`config.mk`:
```
export PLATFORM = sky130hd
export DESIGN_NAME = matrix_keypad_scanner_flat
export DESIGN_NICKNAME = d
export VERILOG_FILES = /design/src/sv/mks_pkg.sv /design/src/sv/mks_if.sv /design/src/sv/matrix_keypad_scanner.sv /design/src/flat_wrapper.sv
export SDC_FILE = /design/constraint.sdc
export NUM_CORES = 1
export LEC_CHECK = 0
export BUFFER_PORTS_ARGS = -buffer_cell sky130_fd_sc_hd__buf_2
export CAP_MARGIN = 20
export CORE_ASPECT_RATIO = 0.8
export CORE_UTILIZATION = 55
export DETAILED_ROUTE_END_ITERATION = 10
export PLACE_DENSITY = 0.74
export SLEW_MARGIN = 15
export SYNTH_ARGS = -nofsm -noshare
export SYNTH_HDL_FRONTEND = slang
export SYNTH_SLANG_ARGS = --single-unit
```
`constraint.sdc`:
```
create_clock -name i_clk -period 8.9 [get_ports i_clk]
set_clock_uncertainty 0.15 [all_clocks]
set_input_delay 0.89 -clock i_clk [delete_from_list [all_inputs] [get_ports i_clk]]
set_output_delay 0.89 -clock i_clk [all_outputs]
set_load 0.02 [all_outputs]
```
`src/sv/mks_pkg.sv`:
```
// ----------------------------------------------------------------------------
// mks_pkg
// Shared types, constants and key tables of the matrix keypad scanner.
// ----------------------------------------------------------------------------
package mks_pkg;

    localparam int unsigned ROW_COUNT   = 4;
    localparam int unsigned DIGIT_COUNT = 4;

    localparam int unsigned ROW_W   = 2;
    localparam int unsigned COL_W   = 3;
    localparam int unsigned CODE_W  = 7;
    localparam int unsigned VALUE_W = 14;
    localparam int unsigned INDEX_W = 3;
    localparam int unsigned COUNT_W = 8;
    localparam int unsigned CFG_W   = 8;
    localparam int unsigned CFG_IDX_W = 2;

    localparam logic [CODE_W-1:0] KEY_NONE   = 7'h00;
    localparam logic [CODE_W-1:0] ASCII_ZERO = 7'h30;
    localparam logic [CODE_W-1:0] ASCII_ONE  = 7'h31;
    localparam logic [CODE_W-1:0] ASCII_NINE = 7'h39;
    localparam logic [CODE_W-1:0] ASCII_STAR = 7'h2A;
    localparam logic [CODE_W-1:0] ASCII_HASH = 7'h23;

    localparam logic [COL_W-1:0] COL_IDLE = 3'b111;

    typedef enum logic [CFG_IDX_W-1:0] {
        CFG_COLUMN0 = 2'd0,
        CFG_COLUMN1 = 2'd1,
        CFG_COLUMN2 = 2'd2,
        CFG_SETTLE  = 2'd3
    } t_cfg_index;

    typedef enum logic [1:0] {
        COL_FIRST  = 2'd0,
        COL_SECOND = 2'd1,
        COL_THIRD  = 2'd2,
        COL_NONE   = 2'd3
    } t_column;

    typedef struct packed {
        logic [ROW_W-1:0]   row_drive;
        logic               key_valid;
        logic [CODE_W-1:0]  key_code;
        logic [VALUE_W-1:0] digit_value;
        logic [INDEX_W-1:0] digit_index;
    } t_result;

    // keys by row: 1 2 3 / 4 5 6 / 7 8 9 / * 0 #
    function automatic logic [CODE_W-1:0] key_ascii(logic [ROW_W-1:0] row, t_column col);
        logic [CODE_W-1:0] code;
        code = KEY_NONE;
        if (col != COL_NONE) begin
            if (row == 2'd3) begin
                unique case (col)
                    COL_FIRST:  code = ASCII_STAR;
                    COL_SECOND: code = ASCII_ZERO;
                    default:    code = ASCII_HASH;
                endcase
            end else begin
                code = ASCII_ONE + CODE_W'(row) * 7'd3 + CODE_W'(col);
            end
        end
        return code;
    endfunction

    function automatic logic [VALUE_W-1:0] power_of_ten(logic [1:0] exponent);
        logic [VALUE_W-1:0] p;
        unique case (exponent)
            2'd0:    p = 14'd1;
            2'd1:    p = 14'd10;
            2'd2:    p = 14'd100;
            default: p = 14'd1000;
        endcase
        return p;
    endfunction

endpackage

```
`src/sv/mks_if.sv`:
```
// ----------------------------------------------------------------------------
// mks_sample_if / mks_result_if
// Valid/ready channels for column samples and decoded key results.
// ----------------------------------------------------------------------------
interface mks_sample_if import mks_pkg::*; ();
    logic             valid;
    logic             ready;
    logic             kind;
    logic [COL_W-1:0] column_sample;

    modport source (output valid, output kind, output column_sample, input ready);
    modport sink   (input valid, input kind, input column_sample, output ready);
endinterface

interface mks_result_if import mks_pkg::*; ();
    logic               valid;
    logic               ready;
    logic [ROW_W-1:0]   row_drive;
    logic               key_valid;
    logic [CODE_W-1:0]  key_code;
    logic [VALUE_W-1:0] digit_value;
    logic [INDEX_W-1:0] digit_index;

    modport source (output valid, output row_drive, output key_valid, output key_code,
                    output digit_value, output digit_index, input ready);
    modport sink   (input valid, input row_drive, input key_valid, input key_code,
                    input digit_value, input digit_index, output ready);
endinterface

```
`src/sv/matrix_keypad_scanner.sv`:
```
// ----------------------------------------------------------------------------
// matrix_keypad_scanner
// Row-by-row scan and debounce of a 4x3 keypad with digit weighting.
// ----------------------------------------------------------------------------
// One beat per clock: each accepted sample updates the scan state in the same
// cycle and its result appears in the output register on the next cycle. A new
// sample is taken whenever that register is empty or being drained, so the
// rate is set only by the single output register and downstream ready.
// ----------------------------------------------------------------------------
module matrix_keypad_scanner import mks_pkg::*; (
    input  logic                 i_clk,
    input  logic                 i_rst_n,
    input  logic                 i_cfg_we,
    input  logic [CFG_IDX_W-1:0] i_cfg_index,
    input  logic [CFG_W-1:0]     i_cfg_data,
    mks_sample_if.sink           i_sample,
    mks_result_if.source         o_result
);

    localparam logic [INDEX_W-1:0] DIGIT_MAX = INDEX_W'(DIGIT_COUNT);
    localparam logic [INDEX_W-1:0] LAST_POS  = INDEX_W'(DIGIT_COUNT - 1);

    // configuration
    logic [COL_W-1:0]   r_col0_pattern;
    logic [COL_W-1:0]   r_col1_pattern;
    logic [COL_W-1:0]   r_col2_pattern;
    logic [COUNT_W-1:0] r_settle_samples;

    // scan state
    logic [ROW_W-1:0]   r_active_row,  n_active_row;
    logic [COL_W-1:0]   r_settled [ROW_COUNT];
    logic               r_debouncing,  n_debouncing;
    logic [COL_W-1:0]   r_last_sample, n_last_sample;
    logic [COUNT_W-1:0] r_stable_count, n_stable_count;
    logic [INDEX_W-1:0] r_entry_index, n_entry_index;

    logic               r_out_valid;
    t_result            r_out, n_out;

    logic               accept;
    logic               settle_we;
    logic [COUNT_W-1:0] count_next;
    t_column            column;
    logic [CODE_W-1:0]  key;
    logic [CODE_W-1:0]  digit;
    logic [VALUE_W-1:0] value;

    assign i_sample.ready = !r_out_valid || o_result.ready;
    assign accept         = i_sample.valid && i_sample.ready;

    always_ff @(posedge i_clk) begin
        if (!i_rst_n) begin
            r_col0_pattern   <= 3'd6;
            r_col1_pattern   <= 3'd5;
            r_col2_pattern   <= 3'd3;
            r_settle_samples <= 8'd5;
        end else if (i_cfg_we) begin
            unique case (t_cfg_index'(i_cfg_index))
                CFG_COLUMN0: r_col0_pattern   <= i_cfg_data[COL_W-1:0];
                CFG_COLUMN1: r_col1_pattern   <= i_cfg_data[COL_W-1:0];
                CFG_COLUMN2: r_col2_pattern   <= i_cfg_data[COL_W-1:0];
                default:     r_settle_samples <= i_cfg_data;
            endcase
        end
    end

    // column 0 wins over 1, 1 over 2 when patterns coincide
    always_comb begin
        priority if (i_sample.column_sample == r_col0_pattern) column = COL_FIRST;
        else if (i_sample.column_sample == r_col1_pattern)     column = COL_SECOND;
        else if (i_sample.column_sample == r_col2_pattern)     column = COL_THIRD;
        else                                                   column = COL_NONE;
    end

    assign count_next = (i_sample.column_sample != r_last_sample) ? '0 :
                        (r_stable_count == '1) ? r_stable_count : r_stable_count + 1'b1;

    always_comb begin
        n_active_row   = r_active_row;
        n_debouncing   = r_debouncing;
        n_last_sample  = r_last_sample;
        n_stable_count = r_stable_count;
        n_entry_index  = r_entry_index;
        settle_we      = 1'b0;
        key            = KEY_NONE;
        digit          = '0;
        value          = '0;

        if (accept) begin
            if (i_sample.kind) begin
                n_entry_index = '0;
            end else if (!r_debouncing) begin
                if (i_sample.column_sample != r_settled[r_active_row]) begin
                    n_debouncing   = 1'b1;
                    n_last_sample  = i_sample.column_sample;
                    n_stable_count = '0;
                end else begin
                    n_active_row = r_active_row + 1'b1;
                end
            end else begin
                n_stable_count = count_next;
                n_last_sample  = i_sample.column_sample;
                if (count_next >= r_settle_samples) begin
                    n_debouncing = 1'b0;
                    settle_we    = 1'b1;
                    key          = key_ascii(r_active_row, column);
                    if (key != KEY_NONE && r_entry_index < DIGIT_MAX) begin
                        // '*' and '#' take a position but weigh nothing
                        if (key >= ASCII_ZERO && key <= ASCII_NINE) begin
                            digit = key - ASCII_ZERO;
                            value = VALUE_W'(digit) *
                                    power_of_ten(2'(LAST_POS - r_entry_index));
                        end
                        n_entry_index = r_entry_index + 1'b1;
                    end
                    n_active_row = r_active_row + 1'b1;
                end
            end
        end
    end

    always_comb begin
        n_out.row_drive   = n_active_row;
        n_out.key_valid   = (key != KEY_NONE);
        n_out.key_code    = key;
        n_out.digit_value = value;
        n_out.digit_index = n_entry_index;
    end

    always_ff @(posedge i_clk) begin
        if (!i_rst_n) begin
            r_active_row   <= '0;
            r_debouncing   <= 1'b0;
            r_last_sample  <= '0;
            r_stable_count <= '0;
            r_entry_index  <= '0;
            r_out_valid    <= 1'b0;
            for (int i = 0; i < ROW_COUNT; i++) begin
                r_settled[i] <= COL_IDLE;
            end
        end else begin
            r_active_row   <= n_active_row;
            r_debouncing   <= n_debouncing;
            r_last_sample  <= n_last_sample;
            r_stable_count <= n_stable_count;
            r_entry_index  <= n_entry_index;
            if (settle_we) begin
                r_settled[r_active_row] <= i_sample.column_sample;
            end
            if (accept) begin
                r_out_valid <= 1'b1;
            end else if (o_result.ready) begin
                r_out_valid <= 1'b0;
            end
        end
    end

    always_ff @(posedge i_clk) begin
        if (accept) begin
            r_out <= n_out;
        end
    end

    assign o_result.valid       = r_out_valid;
    assign o_result.row_drive   = r_out.row_drive;
    assign o_result.key_valid   = r_out.key_valid;
    assign o_result.key_code    = r_out.key_code;
    assign o_result.digit_value = r_out.digit_value;
    assign o_result.digit_index = r_out.digit_index;

    // an index reset beat always reports index zero
    a_index_clear: assert property (@(posedge i_clk) disable iff (!i_rst_n)
        (accept && i_sample.kind) |=> (o_result.valid && o_result.digit_index == '0))
        else $error("index reset beat did not clear digit index");

    // no key means no code and no weight
    a_no_key_zero: assert property (@(posedge i_clk) disable iff (!i_rst_n)
        (o_result.valid && !o_result.key_valid) |->
        (o_result.key_code == KEY_NONE && o_result.digit_value == '0))
        else $error("code or weight without a key");

    // a decoded key always closes the debounce window
    a_key_ends_debounce: assert property (@(posedge i_clk) disable iff (!i_rst_n)
        (o_result.valid && o_result.key_valid) |-> !r_debouncing)
        else $error("key given while still debouncing");

    a_index_bound: assert property (@(posedge i_clk) disable iff (!i_rst_n)
        r_entry_index <= DIGIT_MAX)
        else $error("digit index beyond digit count");

endmodule
```
`src/flat_wrapper.sv`:
```
// flat-port wrapper written by rule: the top's interface ports become plain ports
module matrix_keypad_scanner_flat import mks_pkg::*;
  (i_clk, i_rst_n, i_cfg_we, i_cfg_index, i_cfg_data, i_sample_valid, i_sample_kind, i_sample_column_sample, i_sample_ready, o_result_valid, o_result_row_drive, o_result_key_valid, o_result_key_code, o_result_digit_value, o_result_digit_index, o_result_ready);
  mks_sample_if i_sample_i ();
  mks_result_if o_result_i ();
  input  logic i_clk;
  input  logic i_rst_n;
  input  logic i_cfg_we;
  input  logic [CFG_IDX_W-1:0] i_cfg_index;
  input  logic [CFG_W-1:0] i_cfg_data;
  input wire logic [$bits(i_sample_i.valid)-1:0] i_sample_valid;
  input wire logic [$bits(i_sample_i.kind)-1:0] i_sample_kind;
  input wire logic [$bits(i_sample_i.column_sample)-1:0] i_sample_column_sample;
  output wire logic [$bits(i_sample_i.ready)-1:0] i_sample_ready;
  output wire logic [$bits(o_result_i.valid)-1:0] o_result_valid;
  output wire logic [$bits(o_result_i.row_drive)-1:0] o_result_row_drive;
  output wire logic [$bits(o_result_i.key_valid)-1:0] o_result_key_valid;
  output wire logic [$bits(o_result_i.key_code)-1:0] o_result_key_code;
  output wire logic [$bits(o_result_i.digit_value)-1:0] o_result_digit_value;
  output wire logic [$bits(o_result_i.digit_index)-1:0] o_result_digit_index;
  input wire logic [$bits(o_result_i.ready)-1:0] o_result_ready;
  assign i_sample_i.valid = i_sample_valid;
  assign i_sample_i.kind = i_sample_kind;
  assign i_sample_i.column_sample = i_sample_column_sample;
  assign i_sample_ready = i_sample_i.ready;
  assign o_result_valid = o_result_i.valid;
  assign o_result_row_drive = o_result_i.row_drive;
  assign o_result_key_valid = o_result_i.key_valid;
  assign o_result_key_code = o_result_i.key_code;
  assign o_result_digit_value = o_result_i.digit_value;
  assign o_result_digit_index = o_result_i.digit_index;
  assign o_result_i.ready = o_result_ready;
  matrix_keypad_scanner u_core (.i_clk(i_clk), .i_rst_n(i_rst_n), .i_cfg_we(i_cfg_we), .i_cfg_index(i_cfg_index), .i_cfg_data(i_cfg_data), .i_sample(i_sample_i), .o_result(o_result_i));
endmodule
```
==> results_dict.tcl, run 1 <==
set metrics [dict create \
    outcome "completed" \
    netlist_area_sq_um 5469 \
    fin_crit_ns 7.715 \
    max_slew.worst_pin.slew_ns 0.7879 \
    core_area_sq_um 9649 \
    via_per_inst 5.418 \
    cts.sinks 73 \
    async_flop_share 0 \
    yosysWarnings 0 \
    critPathRequiredTime_ns 8.83 \
    final_layout_size_suffix_gt1_frac 0.1240 \
    placementRows 32 \
    vdd_drop_max_uv 124.1 \
    die-height_um 91.19 \
    grt_pass1_wl_um 18680 \
    post-route-drc-count 0 \
    critical_path_class "in -> reg" \
    grt_pass1_vias 3910 \
    cts_tree "built" \
    final_core_util 0.6256 \
    relSlewSlack 0.4612 \
    hold_buffers 0 \
    ys_seq_area_frac 0.3368 \
    antennaDiodeCount 0 \
    cts-buffers-inserted 9 \
    synth_top_area_cell "edfxtp_1" \
    cts_root_buf "clkbuf_16" \
    setup_ws_ns 1.185 \
    hold_path_class "reg -> reg" \
    pre_cts_slack_ns 0.9055 \
    critPathArrivalTime_ns 7.64 \
    syn-num-nets 666 \
    die_area_sq_um 10350 \
    rsz0062_at_grt "no" \
    finalSetupViolCount 0 \
    wire_per_inst_um 14.70 \
    cts_resized 0 \
    start_util 0.5668 \
    vias 4058 \
    tns_ns 0 \
    cap_viol_max_count 0 \
    fillers 809 \
    gp_congestion 0.9431 \
    power.static_leakage_nw 2.699 \
    grt_overflow 0 \
    fp.dieW_um 113.5 \
    io_pins 48 \
    crit_fanout 10 \
    area_growth_pct 10.39 \
    synth_edf_count 38 \
    critPathCaptureType "flip-flop" \
    ys_types 58 \
    ys.flop_type "edfxtp_1" \
    clk_pin_slew_ns 0.06 \
    min_period_over_period 0.8668 \
    placed_area_sq_um 5763 \
    postCtsSetupBuffers 0 \
    drtIter0Drc 224 \
    ant_nets 0 \
    final_cells 749 \
    total_power_mw 0.9831 \
    cts_buffer_depth 2 \
    grt_max_degree 42 \
    power_density_nw_per_um2 162.9 \
    drtPass1Iterations 6 \
    io_buffers 46 \
    nets 705 \
    htreeDepth 3 \
    place_inst 733 \
    fmax_mhz 129.6 \
    hold_ws_ns 0.3194 \
    grt_usage 0.2330 \
    dp_hpwl_um 8271 \
    synth.avg_cell_area_sq_um 9.612 \
    drv_slew 0 \
    synth-seq-cells 73 \
    synth.top_cell.area_share 0.2086 \
    hold_viol_final 0 \
    wl_um 11010 \
    synth_area_leaders "edfxtp_1 (21%), dfxtp_1 (13%), fa_1 (11%), ha_1 (11%), inv_1 (4.7%)" \
    postLayoutCellArea_sq_um 6037 \
    antenna_found_initial 0 \
    netlist_instances 569 \
    cp-start-kind "input port" \
    clk_latency_ns 0.34 \
]
-- path summary, 6_finish.rpt --
path                                          end  slack (ns)  cells after the start                  startpoint
hold reg to reg        u_core.r_settle_samples[4]        0.32                      2  u_core.r_settle_samples[4]
setup / recovery  u_core.o_result.digit_value[13]        1.19                     25   i_sample_column_sample[2]
hold / removal         u_core.r_settle_samples[4]        0.32                      2  u_core.r_settle_samples[4]
setup reg to reg  u_core.o_result.digit_value[13]        1.61                     24    u_core.r_col0_pattern[1]
-- state kept, by name (all words and copies together), names as in the netlist --
signal,count
u_core.o_result.digit_value,14
u_core.r_settled,12
u_core.r_settle_samples,8
u_core.r_stable_count,8
u_core.o_result.key_code,6
u_core.o_result.digit_index,3
u_core.r_col0_pattern,3
u_core.r_col1_pattern,3
u_core.r_col2_pattern,3
u_core.r_entry_index,3
u_core.r_last_sample,3
u_core.o_result.row_drive,2
u_core.r_active_row,2
u_core.o_result.key_valid,1
u_core.o_result.valid,1
u_core.r_debouncing,1
-- Yosys cell counts, types with 3 or more instances --
master    count
nand2_1      57
o211ai_1      3
nor2b_1       6
ha_1         47
nor3_1       11
buf_2         4
a21o_1        3
o21ai_0      14
nor2_1       53
nand3b_1      5
a21boi_0     10
and3_1        7
nand4_1       3
dfxtp_1      35
fa_1         31
inv_1        69
xor2_1       15
nand3_1      12
or2_2         4
o21a_1        4
a22o_1        9
xnor2_1      16
edfxtp_1     38
a21oi_1      13
and2_1       13
or4_1         8
clkbuf_1     10
buf_6         5
mux2i_1      14
or3_1         5
nand2b_1      8
-- area by class of cell --
type	count	area, sq um	area share
clock buffer	12	246.5	0.04083
clock inverter	4	27.53	0.004560
inverter	69	259.0	0.04290
multi-input combinational	407	3247	0.5378
sequential	73	1842	0.3051
tap	136	170.2	0.02819
timing repair buffer	48	245.2	0.04062
-- worst max-delay path, stage by stage --
cell,delay [ns]
buf_2,0.18
xor2_1,0.19
or3_1,0.51
o21ai_1,0.36
ha_1,0.27
inv_1,0.06
fa_1,0.49
inv_1,0.07
o22a_1,0.25
and2_1,0.27
fa_1,0.56
inv_1,0.05
fa_1,0.48
inv_1,0.06
fa_1,0.53
inv_1,0.05
fa_1,0.49
inv_1,0.04
ha_1,0.20
or2_2,0.32
a2111oi_0,0.72
nor2_1,0.15
o21ai_0,0.25
xnor2_1,0.14
nor2_1,0.05
-- cells in the final DEF, fill, tap and decap left out, drive strengths merged, types with 4 or more instances in the layout --
cell type,n
a21boi,10
a21oi,15
a22o,9
and2,14
and3,7
buf,48
clkbuf,12
dfxtp,35
edfxtp,38
fa,31
ha,47
inv,70
mux2i,14
nand2,57
nand2b,8
nand3,13
nand3b,5
nor2,53
nor2b,7
nor3,11
o21a,4
o21ai,15
or2,4
or3,5
or4,9
xnor2,16
xor2,15
-- logic make-up after synthesis --
group,share of synthesized area
buffers and inverters,0.06955
XOR/XNOR,0.04965
flip-flops,0.3368
other,0.0006857
adder cells (fa/ha/maj),0.2210
AND/OR/NAND/NOR,0.1812
AO/OA/AOI/OAI,0.1004
multiplexers,0.04072
-- power breakdown --
part / switching [mW] / total [mW] / internal [mW]
Combinational: 0.164 / 0.276 / 0.112
Sequential: 0.00454 / 0.367 / 0.363
Clock: 0.143 / 0.340 / 0.197
Total: 0.312 / 0.983 / 0.672
-- per-layer routing --
layer	wire [um]	global-route usage	vias to the layer above
met5	0	0	-
met4	137	0.07346	0
met3	738	0.05808	12
met2	4825	0.3440	120
met1	5308	0.3345	1909
li1	-	-	2017
Note: power is estimated with default switching activity, not from simulation.
==> run 2, diff against run 1 <==
CORE_UTILIZATION = 42   (was 55)
PLACE_DENSITY = default   (was 0.74)
==> run 2 against run 1 <==
Net effect: non-clock buffer count is the same; flip-flop and latch count is the same; die area grew 30%; maximum frequency is essentially flat; hold slack is essentially flat; cell count grew 4.5%; setup slack gained 0.0074 ns.
==> results_dict.tcl, run 2 (synthesis gave the netlist of run 1 again) <==
set metrics [dict create \
    placementRows 36 \
    fillers 1180 \
    vias 4053 \
    die_area_sq_um 13480 \
    critPathArrivalTime_ns 7.64 \
    multi_input_area_sq_um 3247 \
    fmax_mhz 129.8 \
    cts_tree "built" \
    crit_fanout 10 \
    critPathCaptureType "flip-flop" \
    io_buffers 46 \
    critical_path_class "in -> reg" \
    power_density_nw_per_um2 164.1 \
    cts-buffers-inserted 9 \
    relSlewSlack 0.4355 \
    drtIter0Drc 222 \
    grt_usage 0.1825 \
    fp.dieW_um 129.6 \
    cap_viol_max_count 0 \
    die-height_um 104.1 \
    clk_pin_slew_ns 0.06 \
    antenna_found_initial 0 \
    fin_crit_ns 7.707 \
    drv_slew 0 \
    grt_max_degree 42 \
    cts_root_buf "clkbuf_16" \
    final_layout_size_suffix_gt1_frac 0.1225 \
    critPathRequiredTime_ns 8.84 \
    ant_nets 0 \
    post-route-drc-count 0 \
    io_pins 48 \
    dp_hpwl_um 8702 \
    drtPass1Iterations 4 \
    grt_pass1_wl_um 18810 \
    start_util 0.4399 \
    hold_viol_final 0 \
    grt_pass1_vias 3717 \
    rsz0062_at_grt "no" \
    total_power_mw 1.000 \
    seq_area_sq_um 1842 \
    mostFrequentLayoutCell "inv_1" \
    outcome "completed" \
    postCtsSetupBuffers 0 \
    clk_latency_ns 0.35 \
    nets 705 \
    cts.sinks 73 \
    wl_um 11440 \
    min_period_over_period 0.8660 \
    cp-start-kind "input port" \
    via_per_inst 5.176 \
    layout_common_cells "inv_1 (69), nand2_1 (57), nor2_1 (53)" \
    core_area_sq_um 12430 \
    grt_overflow 0 \
    wire_per_inst_um 14.61 \
    gp_congestion 0.8967 \
    tns_ns 0 \
    htreeDepth 3 \
    largest_reg_flops 14 \
    power.static_leakage_nw 2.703 \
    hold_path_class "reg -> reg" \
    finalSetupViolCount 0 \
    cts_resized 0 \
    antennaDiodeCount 0 \
    hold_buffers 0 \
    cts_buffer_depth 2 \
    vdd_drop_max_uv 85.88 \
    max_slew.worst_pin.slew_ns 0.8255 \
    area_growth_pct 11.44 \
]
## run 2: cell types whose count changed in the layout (fill, tap and decap cells not counted), sizes merged
| cell | before | now |
|---|---|---|
| clkbuf | 12 | 14 |
| clkinv | 3 | 1 |
| inv | 70 | 69 |
## run 2: per-stage QoR
| stage | util | instance area, sq um | hold WS, ns | setup slack (ns) | std cells |
|---|---|---|---|---|---|
| final | 0.4902 | 6095 | 0.3190 | 1.193 | 783 |
| after floorplan | - | 5469 | 0.2935 | 1.508 | 569 |
| after CTS | 0.4902 | 6095 | 0.3194 | 1.218 | 783 |
| after global routing | 0.4902 | 6095 | 0.3397 | 0.7720 | 783 |
| after detailed placement | 0.4671 | 5807 | 0.3110 | 0.8242 | 768 |
| after global placement | 0.4671 | 5807 | 0.3072 | 1.118 | 768 |
## run 2: worst max-delay path: stages
cell	delay, ns
buf_2	0.18
xor2_1	0.19
or3_1	0.50
o21ai_1	0.36
ha_1	0.28
inv_1	0.06
fa_1	0.48
inv_1	0.06
o22a_1	0.26
and2_1	0.27
fa_1	0.56
inv_1	0.05
fa_1	0.47
inv_1	0.06
fa_1	0.52
inv_1	0.05
fa_1	0.49
inv_1	0.04
ha_1	0.21
or2_2	0.32
a2111oi_0	0.75
nor2_1	0.15
o21ai_0	0.24
xnor2_1	0.15
nor2_1	0.06
## run 2: layer usage
| layer | global-route usage | vias to the layer above | part of all wire |
|---|---|---|---|
| li1 | - | 2018 | - |
| met1 | 0.2753 | 1909 | 0.51 |
| met2 | 0.2506 | 118 | 0.41 |
| met3 | 0.05453 | 8 | 0.066 |
| met4 | 0.04485 | 0 | 0.012 |
| met5 | 0 | - | 0 |
## run 2: layout make-up
type	instances	area share
Clock buffer	14	0.04578
Sequential cell	73	0.3022
Tap cell	171	0.03511
Clock inverter	1	0.001437
Multi-Input combinational cell	407	0.5327
Timing Repair Buffer	48	0.04024
Inverter	69	0.04250
## run 2: path summary, 6_finish.rpt
path         cells past startpoint  slack, ns                              end                  startpoint
max                             25       1.19  u_core.o_result.digit_value[13]   i_sample_column_sample[2]
min                              2       0.32       u_core.r_settle_samples[7]  u_core.r_settle_samples[7]
max reg2reg                     24       1.64  u_core.o_result.digit_value[13]    u_core.r_col0_pattern[2]
min reg2reg                      2       0.32       u_core.r_settle_samples[7]  u_core.r_settle_samples[7]
## run 2: report_power, final
group | total, mW | internal, mW | switching [mW]
Combinational | 0.277 | 0.112 | 0.164
Sequential | 0.368 | 0.363 | 0.00451
Clock | 0.356 | 0.216 | 0.141
Total | 1.00 | 0.691 | 0.310
